$ cat config.mk
export PLATFORM = sky130hd
export DESIGN_NAME = pwm_duty_trapezoid_ramp_flat
export DESIGN_NICKNAME = d
export VERILOG_FILES = /design/src/pdtr_pkg.sv /design/src/pdtr_in_if.sv /design/src/pdtr_out_if.sv /design/src/pdtr_div.sv /design/src/pwm_duty_trapezoid_ramp.sv /design/src/flat_wrapper.sv
export SDC_FILE = /design/constraint.sdc
export NUM_CORES = 1
export LEC_CHECK = 0
export ABC_AREA = 1
export BUFFER_PORTS_ARGS = -buffer_cell sky130_fd_sc_hd__buf_4
export CAP_MARGIN = 20
export CELL_PAD_IN_SITES_DETAIL_PLACEMENT = 0
export CELL_PAD_IN_SITES_GLOBAL_PLACEMENT = 2
export CORE_UTILIZATION = 30
export CTS_BUF_LIST = sky130_fd_sc_hd__clkbuf_4
export CTS_CLUSTER_DIAMETER = 80
export DETAILED_ROUTE_END_ITERATION = 10
export HOLD_SLACK_MARGIN = 0.06
export PLACE_DENSITY = 0.78
export SLEW_MARGIN = 0
export SYNTH_ARGS = -nofsm -noshare
export SYNTH_HDL_FRONTEND = slang
export SYNTH_SLANG_ARGS = --single-unit
$ cat constraint.sdc
create_clock -name clk -period 4.7 [get_ports clk]
set_input_delay 0.235 -clock clk [delete_from_list [all_inputs] [get_ports clk]]
set_output_delay 0.235 -clock clk [all_outputs]
set_load 0.05 [all_outputs]
$ cat src/pdtr_pkg.sv
// ----------------------------------------------------------------------------
// pdtr_pkg: shared types and constants for the trapezoid duty ramp
// Field widths, phase and opcode codes, register indexes and the
// control/status structs that pass between the top level and the divider.
// ----------------------------------------------------------------------------
`default_nettype none

package pdtr_pkg;

  // Field widths
  localparam int DUTY_W = 16;
  localparam int STEP_W = 10;
  localparam int MODE_W = 2;
  localparam int CNT_W  = $clog2(DUTY_W + 1);

  // Hold length of the long test
  localparam logic [STEP_W-1:0] LONG_HOLD = STEP_W'(60);

  // Register indexes on the configuration port
  localparam logic REG_FLOOR   = 1'b0;
  localparam logic REG_CEILING = 1'b1;

  // Test modes
  localparam logic [MODE_W-1:0] MODE_SHORT    = 2'd0;
  localparam logic [MODE_W-1:0] MODE_LONG     = 2'd1;
  localparam logic [MODE_W-1:0] MODE_THROTTLE = 2'd2;
  localparam logic [MODE_W-1:0] MODE_UNUSED   = 2'd3;

  // Item opcodes
  typedef enum logic {
    OP_TICK  = 1'b0,
    OP_START = 1'b1
  } op_t;

  // Profile phase, as reported on phase_now
  typedef enum logic [1:0] {
    PH_IDLE = 2'd0,
    PH_RISE = 2'd1,
    PH_HOLD = 2'd2,
    PH_FALL = 2'd3
  } phase_t;

  // Control sequencer of the top level
  typedef enum logic [1:0] {
    CS_IDLE,
    CS_DIV_UP,
    CS_DIV_DN
  } ctl_state_t;

  // Divider request and response
  typedef struct packed {
    logic              start;
    logic [DUTY_W-1:0] dividend;
    logic [STEP_W-1:0] divisor;
  } div_req_t;

  typedef struct packed {
    logic              done;
    logic [DUTY_W-1:0] quotient;
  } div_rsp_t;

endpackage

`default_nettype wire

$ cat src/pdtr_in_if.sv
// ----------------------------------------------------------------------------
// pdtr_in_if: input item channel
// Valid/ready channel carrying one tick or start item per transaction.
// ----------------------------------------------------------------------------
`default_nettype none

interface pdtr_in_if;
  import pdtr_pkg::*;

  logic              valid;
  logic              ready;
  logic              opcode;
  logic [MODE_W-1:0] test_mode;
  logic [STEP_W-1:0] rise_steps;
  logic [STEP_W-1:0] hold_seconds;
  logic [STEP_W-1:0] fall_steps;

  modport source (
    output valid, opcode, test_mode, rise_steps, hold_seconds, fall_steps,
    input  ready
  );

  modport sink (
    input  valid, opcode, test_mode, rise_steps, hold_seconds, fall_steps,
    output ready
  );
endinterface

`default_nettype wire

$ cat src/pdtr_out_if.sv
// ----------------------------------------------------------------------------
// pdtr_out_if: result channel
// Valid/ready channel carrying one duty/phase result per transaction.
// ----------------------------------------------------------------------------
`default_nettype none

interface pdtr_out_if;
  import pdtr_pkg::*;

  logic              valid;
  logic              ready;
  logic [DUTY_W-1:0] duty_out;
  logic              busy_res;
  logic [1:0]        phase_now;
  logic              start_rejected;

  modport source (
    output valid, duty_out, busy_res, phase_now, start_rejected,
    input  ready
  );

  modport sink (
    input  valid, duty_out, busy_res, phase_now, start_rejected,
    output ready
  );
endinterface

`default_nettype wire

$ cat src/pdtr_div.sv
// ----------------------------------------------------------------------------
// pdtr_div: bit-serial restoring divider
// Divides the duty span by a step count, one quotient bit per cycle.
// The dividend shifts out MSB first while quotient bits shift in.
// ----------------------------------------------------------------------------
`default_nettype none

module pdtr_div (
  input  wire logic                clk,
  input  wire logic                rst,
  input  wire pdtr_pkg::div_req_t  req,
  output      pdtr_pkg::div_rsp_t  rsp
);
  import pdtr_pkg::*;

  logic [CNT_W-1:0]  cnt;
  logic [STEP_W-1:0] rem;
  logic [DUTY_W-1:0] quo;
  logic [STEP_W-1:0] dvsr;
  logic              done;

  logic [STEP_W:0]   partial;
  logic [STEP_W:0]   trial;

  // One restoring step: bring down the next dividend bit and try a subtract
  always_comb begin
    partial = {rem, quo[DUTY_W-1]};
    trial   = partial - {1'b0, dvsr};
  end

  // Iteration counter and done pulse
  always_ff @(posedge clk) begin
    if (rst) begin
      cnt  <= '0;
      done <= 1'b0;
    end else if (req.start) begin
      cnt  <= CNT_W'(DUTY_W);
      done <= 1'b0;
    end else if (cnt != '0) begin
      cnt  <= cnt - 1'b1;
      done <= (cnt == CNT_W'(1));
    end else begin
      done <= 1'b0;
    end
  end

  // Datapath shift registers
  always_ff @(posedge clk) begin
    if (req.start) begin
      rem  <= '0;
      quo  <= req.dividend;
      dvsr <= req.divisor;
    end else if (cnt != '0) begin
      if (trial[STEP_W]) begin
        rem <= partial[STEP_W-1:0];
        quo <= {quo[DUTY_W-2:0], 1'b0};
      end else begin
        rem <= trial[STEP_W-1:0];
        quo <= {quo[DUTY_W-2:0], 1'b1};
      end
    end
  end

  assign rsp.done     = done;
  assign rsp.quotient = quo;

endmodule

`default_nettype wire

$ cat src/pwm_duty_trapezoid_ramp.sv
// ----------------------------------------------------------------------------
// pwm_duty_trapezoid_ramp: trapezoidal PWM duty profile generator
// Rises, holds and falls a duty value, stepped by one-second tick items.
// ----------------------------------------------------------------------------
// Usage:
//   din carries items: opcode 1 starts a profile (mode, rise, hold and fall
//   counts), opcode 0 is a one-second tick. dout returns exactly one result
//   per item: duty, busy flag, phase and a start-rejected flag.
//   cfg_we/cfg_index/cfg_data write duty_floor (index 0) and duty_ceiling
//   (index 1); write them only while no result is pending.
// Timing:
//   A tick, a rejected start or a mode-three start is handled in the cycle
//   it is accepted; its result is valid on the next cycle.
//   An accepted start runs two serial divisions on one shared bit-serial
//   divider, for the rise and fall increments, before its result is
//   loaded. Only one item is in flight at a time.
// Reset:
//   rst clears the phase to idle, duty and increments to zero and the
//   registers to floor 0 and ceiling 65535. No result is pending.
// Stall:
//   A result waits in the output register while dout.ready is low; din
//   is still accepted in the cycle the waiting result is taken.
// ----------------------------------------------------------------------------
`default_nettype none

module pwm_duty_trapezoid_ramp (
  input  wire logic                        clk,
  input  wire logic                        rst,
  pdtr_in_if.sink                          din,
  pdtr_out_if.source                       dout,
  input  wire logic                        cfg_we,
  input  wire logic                        cfg_index,
  input  wire logic [pdtr_pkg::DUTY_W-1:0] cfg_data
);
  import pdtr_pkg::*;

  // Configuration registers
  logic [DUTY_W-1:0] duty_floor;
  logic [DUTY_W-1:0] duty_ceiling;

  // Profile state
  ctl_state_t        ctl_state, ctl_state_next;
  phase_t            phase_reg, phase_reg_next;
  logic [STEP_W-1:0] step_left, step_left_next;
  logic [DUTY_W-1:0] up_increment, up_increment_next;
  logic [DUTY_W-1:0] down_increment, down_increment_next;
  logic [DUTY_W-1:0] duty_reg, duty_reg_next;
  logic [STEP_W-1:0] hold_len, hold_len_next;
  logic [STEP_W-1:0] fall_len, fall_len_next;

  // Output register
  logic              out_valid;
  logic [DUTY_W-1:0] out_duty;
  phase_t            out_phase;
  logic              out_rejected;

  logic              in_acc;
  logic              load_out;
  logic              rejected;
  logic [DUTY_W-1:0] top_duty;
  logic [DUTY_W:0]   rise_sum;
  logic [DUTY_W:0]   fall_diff;
  logic [STEP_W-1:0] div_steps;
  logic [STEP_W-1:0] hold_sel;
  logic              div_start;

  div_req_t          div_req;
  div_rsp_t          div_rsp;

  // Configuration writes
  always_ff @(posedge clk) begin
    if (rst) begin
      duty_floor   <= '0;
      duty_ceiling <= '1;
    end else if (cfg_we) begin
      case (cfg_index)
        REG_FLOOR:   duty_floor   <= cfg_data;
        REG_CEILING: duty_ceiling <= cfg_data;
        default:     duty_floor   <= duty_floor;
      endcase
    end
  end

  // Handshake
  assign din.ready = (ctl_state == CS_IDLE) && (!out_valid || dout.ready);
  assign in_acc    = din.valid && din.ready;

  // Ramp arithmetic
  always_comb begin
    top_duty  = (duty_ceiling > duty_floor) ? duty_ceiling : duty_floor;
    rise_sum  = {1'b0, duty_reg} + {1'b0, up_increment};
    fall_diff = {1'b0, duty_reg} - {1'b0, duty_floor};
  end

  // Hold length by mode
  always_comb begin
    case (din.test_mode)
      MODE_SHORT: hold_sel = din.hold_seconds;
      MODE_LONG:  hold_sel = LONG_HOLD;
      default:    hold_sel = '0;
    endcase
  end

  // Divider request: span over (steps - 1), whole span below two steps
  always_comb begin
    div_steps        = (ctl_state == CS_IDLE) ? din.rise_steps : fall_len;
    div_req.start    = div_start;
    div_req.dividend = top_duty - duty_floor;
    div_req.divisor  = (div_steps < STEP_W'(2)) ? STEP_W'(1) : div_steps - 1'b1;
  end

  pdtr_div u_div (
    .clk (clk),
    .rst (rst),
    .req (div_req),
    .rsp (div_rsp)
  );

  // Sequencer and profile next state
  always_comb begin
    ctl_state_next      = ctl_state;
    phase_reg_next      = phase_reg;
    step_left_next      = step_left;
    up_increment_next   = up_increment;
    down_increment_next = down_increment;
    duty_reg_next       = duty_reg;
    hold_len_next       = hold_len;
    fall_len_next       = fall_len;
    load_out            = 1'b0;
    rejected            = 1'b0;
    div_start           = 1'b0;

    case (ctl_state)
      CS_IDLE: begin
        if (in_acc) begin
          load_out = 1'b1;
          if (op_t'(din.opcode) == OP_START) begin
            if (phase_reg != PH_IDLE) begin
              rejected = 1'b1;
            end else begin
              duty_reg_next = duty_floor;
              if (din.test_mode != MODE_UNUSED) begin
                hold_len_next  = hold_sel;
                fall_len_next  = din.fall_steps;
                step_left_next = din.rise_steps;
                phase_reg_next = PH_RISE;
                div_start      = 1'b1;
                ctl_state_next = CS_DIV_UP;
                load_out       = 1'b0;
              end
            end
          end else begin
            case (phase_reg)
              PH_RISE: begin
                duty_reg_next = (rise_sum > {1'b0, top_duty}) ?
                                top_duty : rise_sum[DUTY_W-1:0];
                if (step_left == '0) begin
                  if (hold_len == '0) begin
                    phase_reg_next = PH_FALL;
                    step_left_next = fall_len;
                  end else begin
                    phase_reg_next = PH_HOLD;
                    step_left_next = hold_len;
                  end
                end else begin
                  step_left_next = step_left - 1'b1;
                end
              end
              PH_HOLD: begin
                // fall begins on the tick that empties the hold count
                if (step_left <= STEP_W'(1)) begin
                  phase_reg_next = PH_FALL;
                  step_left_next = fall_len;
                end else begin
                  step_left_next = step_left - 1'b1;
                end
              end
              PH_FALL: begin
                if (fall_diff[DUTY_W] || (fall_diff[DUTY_W-1:0] < down_increment)) begin
                  duty_reg_next = duty_floor;
                end else begin
                  duty_reg_next = duty_reg - down_increment;
                end
                if (step_left == '0) begin
                  phase_reg_next = PH_IDLE;
                end else begin
                  step_left_next = step_left - 1'b1;
                end
              end
              default: begin
                phase_reg_next = PH_IDLE;
              end
            endcase
          end
        end
      end
      CS_DIV_UP: begin
        if (div_rsp.done) begin
          up_increment_next = div_rsp.quotient;
          div_start         = 1'b1;
          ctl_state_next    = CS_DIV_DN;
        end
      end
      CS_DIV_DN: begin
        if (div_rsp.done) begin
          down_increment_next = div_rsp.quotient;
          load_out            = 1'b1;
          ctl_state_next      = CS_IDLE;
        end
      end
      default: begin
        ctl_state_next = CS_IDLE;
      end
    endcase
  end

  // State registers
  always_ff @(posedge clk) begin
    if (rst) begin
      ctl_state      <= CS_IDLE;
      phase_reg      <= PH_IDLE;
      step_left      <= '0;
      up_increment   <= '0;
      down_increment <= '0;
      duty_reg       <= '0;
      hold_len       <= '0;
      fall_len       <= '0;
    end else begin
      ctl_state      <= ctl_state_next;
      phase_reg      <= phase_reg_next;
      step_left      <= step_left_next;
      up_increment   <= up_increment_next;
      down_increment <= down_increment_next;
      duty_reg       <= duty_reg_next;
      hold_len       <= hold_len_next;
      fall_len       <= fall_len_next;
    end
  end

  // Output register
  always_ff @(posedge clk) begin
    if (rst) begin
      out_valid <= 1'b0;
    end else if (load_out) begin
      out_valid <= 1'b1;
    end else if (dout.ready) begin
      out_valid <= 1'b0;
    end
  end

  always_ff @(posedge clk) begin
    if (load_out) begin
      out_duty     <= duty_reg_next;
      out_phase    <= phase_reg_next;
      out_rejected <= rejected;
    end
  end

  assign dout.valid          = out_valid;
  assign dout.duty_out       = out_duty;
  assign dout.phase_now      = out_phase;
  assign dout.busy_res       = (out_phase != PH_IDLE);
  assign dout.start_rejected = out_rejected;

  // Checks
  a_div_done_result: assert property (@(posedge clk) disable iff (rst)
    (ctl_state == CS_DIV_DN && div_rsp.done) |=> (out_valid && out_phase == PH_RISE))
    else $error("start result not presented after second division");

  a_reject_keeps_phase: assert property (@(posedge clk) disable iff (rst)
    (in_acc && din.opcode == OP_START && phase_reg != PH_IDLE) |=>
      ($stable(phase_reg) && out_rejected))
    else $error("rejected start disturbed the profile");

  a_no_input_while_dividing: assert property (@(posedge clk) disable iff (rst)
    (ctl_state != CS_IDLE) |-> (!din.ready && !load_out || div_rsp.done))
    else $error("item accepted or result loaded during division");

endmodule

`default_nettype wire

$ cat src/flat_wrapper.sv
// flat-port wrapper written by rule: the top's interface ports become plain ports
module pwm_duty_trapezoid_ramp_flat import pdtr_pkg::*;
  (clk, rst, cfg_we, cfg_index, cfg_data, din_valid, din_opcode, din_test_mode, din_rise_steps, din_hold_seconds, din_fall_steps, din_ready, dout_valid, dout_duty_out, dout_busy_res, dout_phase_now, dout_start_rejected, dout_ready);
  pdtr_in_if din_i ();
  pdtr_out_if dout_i ();
  input  wire logic clk;
  input  wire logic rst;
  input  wire logic cfg_we;
  input  wire logic cfg_index;
  input  wire logic [pdtr_pkg::DUTY_W-1:0] cfg_data;
  input wire logic [$bits(din_i.valid)-1:0] din_valid;
  input wire logic [$bits(din_i.opcode)-1:0] din_opcode;
  input wire logic [$bits(din_i.test_mode)-1:0] din_test_mode;
  input wire logic [$bits(din_i.rise_steps)-1:0] din_rise_steps;
  input wire logic [$bits(din_i.hold_seconds)-1:0] din_hold_seconds;
  input wire logic [$bits(din_i.fall_steps)-1:0] din_fall_steps;
  output wire logic [$bits(din_i.ready)-1:0] din_ready;
  output wire logic [$bits(dout_i.valid)-1:0] dout_valid;
  output wire logic [$bits(dout_i.duty_out)-1:0] dout_duty_out;
  output wire logic [$bits(dout_i.busy_res)-1:0] dout_busy_res;
  output wire logic [$bits(dout_i.phase_now)-1:0] dout_phase_now;
  output wire logic [$bits(dout_i.start_rejected)-1:0] dout_start_rejected;
  input wire logic [$bits(dout_i.ready)-1:0] dout_ready;
  assign din_i.valid = din_valid;
  assign din_i.opcode = din_opcode;
  assign din_i.test_mode = din_test_mode;
  assign din_i.rise_steps = din_rise_steps;
  assign din_i.hold_seconds = din_hold_seconds;
  assign din_i.fall_steps = din_fall_steps;
  assign din_ready = din_i.ready;
  assign dout_valid = dout_i.valid;
  assign dout_duty_out = dout_i.duty_out;
  assign dout_busy_res = dout_i.busy_res;
  assign dout_phase_now = dout_i.phase_now;
  assign dout_start_rejected = dout_i.start_rejected;
  assign dout_i.ready = dout_ready;
  pwm_duty_trapezoid_ramp u_core (.clk(clk), .rst(rst), .din(din_i), .dout(dout_i), .cfg_we(cfg_we), .cfg_index(cfg_index), .cfg_data(cfg_data));
endmodule
==> impl_metrics.py, run 1 <==
metrics = {
    "yosys": {
        "synthCells": 1855,
        "yosysTopAreaCellShare_pct": 20.0,
        "synth_top_family_by_area": "simple AND/OR/NAND/NOR gates",
        "synthArstFlopShare_pct": 0,
        "synth_xor_area_share_pct": 4.40,
        "synth_most_common_cell": "nand2_1",
        "synth.top_cells.by_count": "nand2_1 (380), inv_1 (253), a21oi_1 (179)",
        "syn_area_um2": 13100,
        "yosys-top-cells-area": "dfxtp_1 (20%), ha_1 (12%), nand2_1 (11%), edfxtp_1 (10%), inv_1 (7.2%)",
        "synth_top_cell_by_area": "dfxtp_1",
        "ys.flop_type": "dfxtp_1",
        "yosys.area_share.adder_pct": 12.7,
        "ys_seq_area_share_pct": 30.3,
        "avgSynthCellArea_um2": 7.08,
        "syn_nets": 2040,
        "ys_warn_count": 0,
        "synth-edff-count": 45,
        "synthMuxAreaShare_pct": 0.152,
        "synth-seq-cells": 176,
        "synth-simple-area-share_pct": 23.4,
        "synth_compound_area_share_pct": 19.4,
        "yosysUniqueCellTypes": 57,
    },
    "floorplan": {
        "initial_utilization_pct": 30.4,
        "die_y_um": 211,
        "rows": 76,
        "die_w_um": 211,
        "dieArea_um2": 44600,
        "io_pins": 77,
        "core_area_um2": 43200,
    },
    "placed_design": {
        "place_inst": 2514,
        "hpwl_um": 34700,
        "gp_congestion": 0.903,
        "portBuffers": 76,
        "placed_cell_area_um2": 14500,
    },
    "critical_path": {
        "worstPathArrival_ns": 4.90,
        "crit_fanout": 23,
        "critPathRequiredTime_ns": 5.27,
        "worst_setup_path_start_kind": "flop",
        "cp-end-kind": "flop",
        "critPathKind": "flop to flop",
    },
    "timing": {
        "finClkSkew_ns": 0.0309,
        "clock.fmax_ghz": 0.231,
        "hold_viol_final": 0,
        "setup_viol": 0,
        "rsz0062_at_grt": "no",
        "fin_crit_sh_pct": 92.1,
        "fin_setup_tns_ns": 0,
        "tightest_slew_ns": 1.01,
        "fin_crit_ns": 4.33,
        "max_slew_margin_pct": 32.7,
        "finalMaxSlewViolations": 0,
    },
    "global_route": {
        "grt_pass1_vias": 12400,
        "overflow": 0,
        "grt_max_degree": 50,
        "grt_util_all_layers_pct": 20.1,
        "grt_antenna_before_repair": 2,
        "grt_pass1_wl_um": 68900,
    },
    "drt": {
        "drt_pass1_iterations": 5,
        "first_iter_violations": 932,
        "ant_nets": 0,
        "avgRoutedWirePerCell_um": 16.7,
        "drc": 0,
        "vias_per_cell": 4.87,
        "wl_um": 43900,
        "via_count": 12800,
    },
    "hold_path": {
        "hold_class": "input pin to flop",
    },
    "clock_tree": {
        "clk_pin_slew_worst_paths_ns": 0.15,
        "h-tree-depth": 4,
        "clock-root-buffer": "clkbuf_4",
        "cts_buffer_depth": 2,
        "clock_latency_ns": 0.68,
        "cts_tree": "built",
        "cts_num_sinks": 176,
        "cts_buffers": 17,
    },
    "layout": {
        "num-nets-final": 2215,
        "final_area_um2": 15700,
        "nFillCells": 4737,
        "drive_above_1_share_pct": 10.6,
        "syn_to_final_growth_pct": 19.2,
        "final_cells": 2629,
    },
    "power_and_ir_drop": {
        "p_leak_nw": 7.46,
        "powerDensity_nw_per_um2": 377,
        "vdd_drop_max_uv": 163,
    },
    "outcome": {
        "status": "completed",
    },
    "flow_run": {
        "cap_violations": 0,
    },
}
## final cells by class
cell class | count | area, um^2 | share of cell area, %
multi-input combinational | 1364 | 7910 | 50.6
timing repair buffer | 210 | 1780 | 11.4
tap | 585 | 732 | 4.68
sequential | 176 | 3980 | 25.4
clock buffer | 17 | 128 | 0.815
inverter | 261 | 980 | 6.26
antenna | 1 | 2.50 | 0.0160
clock inverter | 15 | 143 | 0.911
## layout by cell type (no fill, tap or decap), drive strengths merged, types with 6 or more instances in the layout
cell,netlist,layout
a211oi,7,7
a21o,7,7
a21oi,181,181
a221oi,14,14
a31oi,9,9
buf,24,129
clkbuf,28,17
clkinv,2,11
dfxtp,131,131
dlygate4sd3,0,81
edfxtp,45,45
ha,125,125
inv,259,262
nand2,386,386
nand3,107,107
nand4,17,17
nor2,162,162
nor3,20,20
o2111ai,7,7
o211ai,18,18
o21a,15,15
o21ai,157,157
o21bai,9,9
o31ai,6,6
or2,23,23
xnor2,20,20
xor2,46,46
## where the power goes
| group | switching [mW] | leakage, nW | total [mW] | internal, mW |
|---|---|---|---|---|
| sequential | 0.201 | 1.51 | 2.05 | 1.85 |
| combinational | 1.84 | 5.80 | 2.93 | 1.08 |
| clock | 0.612 | 0.145 | 0.924 | 0.312 |
| total | 2.66 | 7.46 | 5.90 | 3.25 |
## stage by stage
step	setup WS (ns)	hold slack [ns]	utilization, %	power, mW
floorplan	0.973	0.348	-	4.09
global placement	0.322	0.442	33.7	4.91
detailed placement	0.251	0.448	33.7	4.93
CTS	0.184	0.111	36.2	5.93
global route	0.0168	0.192	36.3	6.40
finish	0.369	0.170	36.3	5.90
## logic make-up after synthesis
logic type / after synthesis
compound gates: 443
xor+xnor: 66
fa+ha+maj: 130
buf+inv: 315
flops: 176
mux: 2
simple gates: 723
## worst max-delay path, cell delays in order (launching register included)
cell	delay, ns
dfxtp_1	0.44
nor2_1	0.07
buf_4	0.18
inv_2	0.18
nor2_1	0.09
nand2_1	0.08
buf_4	0.27
nor2_1	0.07
buf_4	0.22
inv_1	0.58
nand2_1	0.52
o211ai_1	0.26
dlygate4sd3_1	0.59
a21oi_1	0.07
dlygate4sd3_1	0.58
## path summary, 6_finish.rpt
| kind | startpoint | endpoint | slack [ns] | cells past startpoint |
|---|---|---|---|---|
| worst max-delay path | u_core.ctl_state[1] | u_core.step_left[8] | 0.37 | 14 |
| worst max register to register | u_core.ctl_state[1] | u_core.step_left[8] | 0.37 | 14 |
| worst min-delay path | din_valid | u_core.duty_reg[11] | 0.17 | 6 |
| worst min register to register | u_core.u_div.cnt[1] | u_core.u_div.cnt[1] | 0.48 | 2 |
## per-layer routing
metal	vias up	track usage (%)	share of wire (%)
met5	-	0	0
met4	0	5.22	1.3
met3	27	2.23	3.4
met2	232	32.0	45
met1	5999	28.5	51
li1	6556	-	-
## timing repair
item / CTS / global route
setup endpoints to repair: 0 / 29
resized for setup: 0 / 5
hold buffers: 81 / 0
setup buffers: 0 / 0
endpoints found under the hold margin: 84 / 0
No activity file was read; power rests on OpenSTA's default activity.
==> inputs of run 2 (changes only) <==
CORE_UTILIZATION = 37   (was 30)
PLACE_DENSITY = 0.91   (was 0.78)
==> run 2 against run 1 <==
Sequential share of layout area grew 0.45 points. Routed wire length is 3.2% lower. Fmax rose by 0.33%. First-iteration DRC count is 11% higher. Global-route usage grew 3.6 points. Critical path depth up 17. Worst hold slack barely moved. Non-clock buffer count shrank 19. Die area down 19%. Highest routed layer unchanged.
==> impl_metrics.py, run 2 (synthesized netlist as in run 1, its figures left out) <==
metrics = {
    "outcome": {
        "status": "completed",
    },
    "global_route": {
        "grt_pass1_wl_um": 66100,
        "met2_usage_pct": 35.9,
        "grt_max_degree": 50,
        "grt_antenna_before_repair": 1,
        "top_usage_layer": "met2",
        "grt_use_met1_pct": 34.2,
        "grt_util_all_layers_pct": 23.7,
        "overflow": 0,
        "grt_pass1_vias": 12000,
        "grt.met3_usage_pct": 3.51,
    },
    "power_and_ir_drop": {
        "powerDensity_nw_per_um2": 385,
        "vdd_drop_max_uv": 182,
        "finalPower_mw": 5.92,
        "p_leak_nw": 7.37,
    },
    "layout": {
        "final_common_cell": "nand2_1",
        "fin_util_pct": 44.3,
        "num-nets-final": 2196,
        "final_cells": 2481,
        "mostFrequentLayoutCells": "nand2_1 (378), inv_1 (253), a21oi_1 (179)",
        "final_area_um2": 15400,
        "multi_input_area_um2": 7920,
        "drive_above_1_share_pct": 10.5,
        "regArea_um2": 3970,
        "nFillCells": 3574,
        "syn_to_final_growth_pct": 17.1,
    },
    "timing": {
        "finalMaxSlewViolations": 0,
        "hold_viol_final": 0,
        "setup_slack_ns": 0.383,
        "hold_slack_ns": 0.170,
        "fin_setup_tns_ns": 0,
        "rsz0062_at_grt": "no",
        "max_slew_margin_pct": 36.0,
        "setup_viol": 0,
        "fin_crit_ns": 4.32,
        "clock.fmax_ghz": 0.232,
        "tightest_slew_ns": 0.957,
        "finClkSkew_ns": 0.0371,
        "fin_crit_sh_pct": 91.8,
    },
    "floorplan": {
        "dieArea_um2": 36300,
        "rows": 68,
        "core_area_um2": 34700,
        "io_pins": 77,
        "die_y_um": 190,
        "initial_utilization_pct": 37.8,
        "die_w_um": 190,
    },
    "drt": {
        "drt_pass1_iterations": 7,
        "first_iter_violations": 1035,
        "wl_um": 42500,
        "avgRoutedWirePerCell_um": 17.1,
        "via_count": 13000,
        "ant_nets": 0,
        "drc": 0,
        "vias_per_cell": 5.23,
    },
    "placed_design": {
        "portBuffers": 76,
        "gp_congestion": 0.966,
        "placed_cell_area_um2": 14300,
        "hpwl_um": 33200,
        "place_inst": 2375,
        "pre_cts_ws_ns": 0.203,
    },
    "critical_path": {
        "worst_setup_path_start_kind": "flop",
        "worstPathArrival_ns": 4.74,
        "cpMostUsedCell": "nand2_1",
        "critPathRequiredTime_ns": 5.13,
        "cp_slowest_cell": "fa_1",
        "cp-end-kind": "flop",
        "critPathKind": "flop to flop",
        "critical_path.max_stage_delay_ns": 0.41,
        "crit_fanout": 11,
        "ff2ff_setup_slack_ns": 0.38,
    },
    "clock_tree": {
        "h-tree-depth": 4,
        "clk_pin_slew_worst_paths_ns": 0.17,
        "cts_tree": "built",
        "cts_num_sinks": 176,
        "cts_buffer_depth": 2,
        "clock_latency_ns": 0.66,
        "cts_buffers": 17,
        "clock-root-buffer": "clkbuf_4",
    },
    "hold_path": {
        "hold_class": "input pin to flop",
    },
    "flow_run": {
        "cap_violations": 0,
    },
}
[run 2: cell count changes in the layout (fill, tap and decap cells not counted), moves of 2 or more]
| cell | change |
|---|---|
| buf_4 | -10 |
| dlygate4sd3_1 | -9 |
| clkinv_1 | -5 |
| nor2_2 | +2 |
| clkinv_8 | +2 |
| inv_6 | +5 |
[run 2: power by group]
part | total [mW] | internal [mW] | switching [mW]
Clock | 0.985 | 0.342 | 0.643
Sequential | 2.05 | 1.85 | 0.200
Combinational | 2.88 | 1.06 | 1.83
[run 2: final timing paths]
kind	startpoint	to	depth (start not counted)
setup / recovery	u_core.duty_reg[0]	u_core.dout.duty_out[1]	31
hold / removal	din_valid	u_core.duty_reg[9]	6
setup reg to reg	u_core.duty_reg[0]	u_core.dout.duty_out[1]	31
hold reg to reg	u_core.u_div.cnt[1]	u_core.u_div.cnt[1]	2
[run 2: layout make-up]
| type | count | share of cell area [%] |
|---|---|---|
| well taps | 455 | 3.70 |
| diodes | 2 | 0.0325 |
| clock inverters | 15 | 1.24 |
| inverters | 261 | 6.37 |
| clock buffers | 17 | 0.830 |
| repair buffers | 191 | 10.5 |
| multi-input cells | 1364 | 51.5 |
| flip-flops and latches | 176 | 25.8 |
[run 2: routing by layer]
layer	up-vias	routed length (um)
met3	51	2410
met5	-	0
met1	6046	20900
met2	337	18300
li1	6536	-
met4	0	855
[run 2: worst max-delay path: cells and delay by family, from the launching register on]
family | cells | cell delay [ns]
adder cells (fa/ha/maj) | 3 | 0.96
buffers and inverters | 4 | 0.36
AO/OA/AOI/OAI | 2 | 0.36
AND/OR/NAND/NOR | 22 | 2.04
flip-flops | 1 | 0.39
[run 2: repair_timing]
| item | 4_1_cts | 5_1_grt |
|---|---|---|
| buffers inserted | 0 | 0 |
| hold buffers | 72 | 0 |
| gates resized for setup | 0 | 7 |
| endpoints found under the setup margin | 0 | 35 |
| hold endpoints to repair | 84 | 0 |
==> inputs of run 3 (changes only) <==
clock period = 4.5 ns   (was 4.7 ns; I/O delays follow)
==> run 3 against run 2 <==
Worst setup slack worse by 0.11 ns. Routed wire length shrank 2.1%. First-iteration DRC count fell by 24%. Register-to-register slack worse by 0.11 ns. Global-route usage fell by 0.34 points. Non-clock buffer count up 10. Final cell count increased by 0.36%. Critical path depth is 21 lower.
==> impl_metrics.py, run 3 (synthesized netlist as in run 1, its figures left out) <==
metrics = {
    "global_route": {
        "grt_pass1_wl_um": 65400,
        "grt_max_degree": 49,
        "grt_antenna_before_repair": 1,
        "overflow": 0,
        "grt_pass1_vias": 12100,
        "grt_util_all_layers_pct": 23.4,
    },
    "floorplan": {
        "rows": 68,
        "dieArea_um2": 36300,
        "io_pins": 77,
        "initial_utilization_pct": 37.8,
        "die_w_um": 190,
        "die_y_um": 190,
        "core_area_um2": 34700,
    },
    "timing": {
        "max_slew_margin_pct": 32.6,
        "tightest_slew_ns": 1.01,
        "hold_viol_final": 0,
        "setup_slack_ns": 0.270,
        "fin_crit_ns": 4.23,
        "setup_viol": 0,
        "fin_setup_tns_ns": 0,
        "finalMaxSlewViolations": 0,
        "clock.fmax_ghz": 0.236,
        "finClkSkew_ns": 0.0325,
        "fin_crit_sh_pct": 94.0,
        "hold_slack_ns": 0.163,
        "rsz0062_at_grt": "no",
    },
    "power_and_ir_drop": {
        "vdd_drop_max_uv": 209,
        "finalPower_mw": 6.10,
        "powerDensity_nw_per_um2": 394,
        "p_leak_nw": 7.41,
    },
    "critical_path": {
        "worstPathArrival_ns": 4.82,
        "crit_fanout": 23,
        "cp-end-kind": "flop",
        "worst_setup_path_start_kind": "flop",
        "critPathRequiredTime_ns": 5.09,
        "critPathKind": "flop to flop",
    },
    "clock_tree": {
        "cts_post_setup_buffers_inserted": 0,
        "cts_tree": "built",
        "cts_buffer_depth": 2,
        "clk_pin_slew_worst_paths_ns": 0.16,
        "cts_buffers": 17,
        "h-tree-depth": 4,
        "clock-root-buffer": "clkbuf_4",
        "clock_latency_ns": 0.66,
        "cts_num_sinks": 176,
    },
    "drt": {
        "via_count": 12800,
        "first_iter_violations": 786,
        "drc": 0,
        "avgRoutedWirePerCell_um": 16.7,
        "wl_um": 41600,
        "vias_per_cell": 5.13,
        "drt_pass1_iterations": 7,
        "ant_nets": 0,
    },
    "placed_design": {
        "portBuffers": 76,
        "placed_cell_area_um2": 14400,
        "gp_congestion": 0.957,
        "place_inst": 2383,
        "hpwl_um": 32800,
        "pre_cts_ws_ns": 0.280,
    },
    "layout": {
        "nFillCells": 3639,
        "regArea_um2": 3990,
        "drive_above_1_share_pct": 11.5,
        "num-nets-final": 2206,
        "multi_input_area_um2": 7920,
        "fin_util_pct": 44.6,
        "final_common_cell": "nand2_1",
        "mostFrequentLayoutCells": "nand2_1 (378), inv_1 (252), a21oi_1 (179)",
        "final_cells": 2490,
        "syn_to_final_growth_pct": 17.8,
        "final_area_um2": 15500,
    },
    "outcome": {
        "status": "completed",
    },
    "hold_path": {
        "hold_class": "input pin to flop",
    },
    "flow_run": {
        "cap_violations": 0,
    },
}
run 3: per-layer routing:
| metal | share of wire (%) | wire length [um] | track usage, % |
|---|---|---|---|
| met1 | 49 | 20500 | 33.5 |
| met2 | 43 | 17900 | 35.7 |
| met3 | 6.1 | 2530 | 3.90 |
| met4 | 1.9 | 774 | 6.80 |
| met5 | 0 | 0 | 0 |
run 3: final timing paths:
check / startpoint / end / slack (ns) / cells after the start
worst max-delay path: u_core.phase_reg[0] / u_core.step_left[8] / 0.27 / 10
worst min-delay path: din_valid / u_core.duty_reg[9] / 0.16 / 6
worst max register to register: u_core.phase_reg[0] / u_core.step_left[8] / 0.27 / 10
worst min register to register: u_core.u_div.cnt[1] / u_core.u_div.cnt[1] / 0.47 / 2
run 3: critical path, cell delays in order, from the launching register on:
cell	delay, ns
dfxtp_1	0.52
nor2_2	0.23
inv_1	0.09
nor2_2	0.66
nand2_1	0.20
nor2_2	0.48
inv_1	0.50
nand2_1	0.57
o211ai_1	0.18
dlygate4sd3_1	0.61
a21oi_1	0.13
run 3: final cells by class:
| class | instances | area share (%) |
|---|---|---|
| diodes | 1 | 0.0162 |
| clock buffers | 17 | 0.825 |
| clock inverters | 15 | 1.00 |
| inverters | 261 | 6.33 |
| multi-input cells | 1364 | 51.2 |
| flip-flops and latches | 176 | 25.7 |
| well taps | 455 | 3.68 |
| repair buffers | 201 | 11.2 |
run 3: repair_timing:
item,CTS,global route
setup endpoints to repair,0,20
hold buffers,73,0
endpoints found under the hold margin,84,0
resized for setup,0,19
run 3: where the power goes:
part	internal [mW]	switching (mW)
Sequential	1.93	0.204
Combinational	1.14	1.89
Clock	0.289	0.639
Total	3.36	2.74
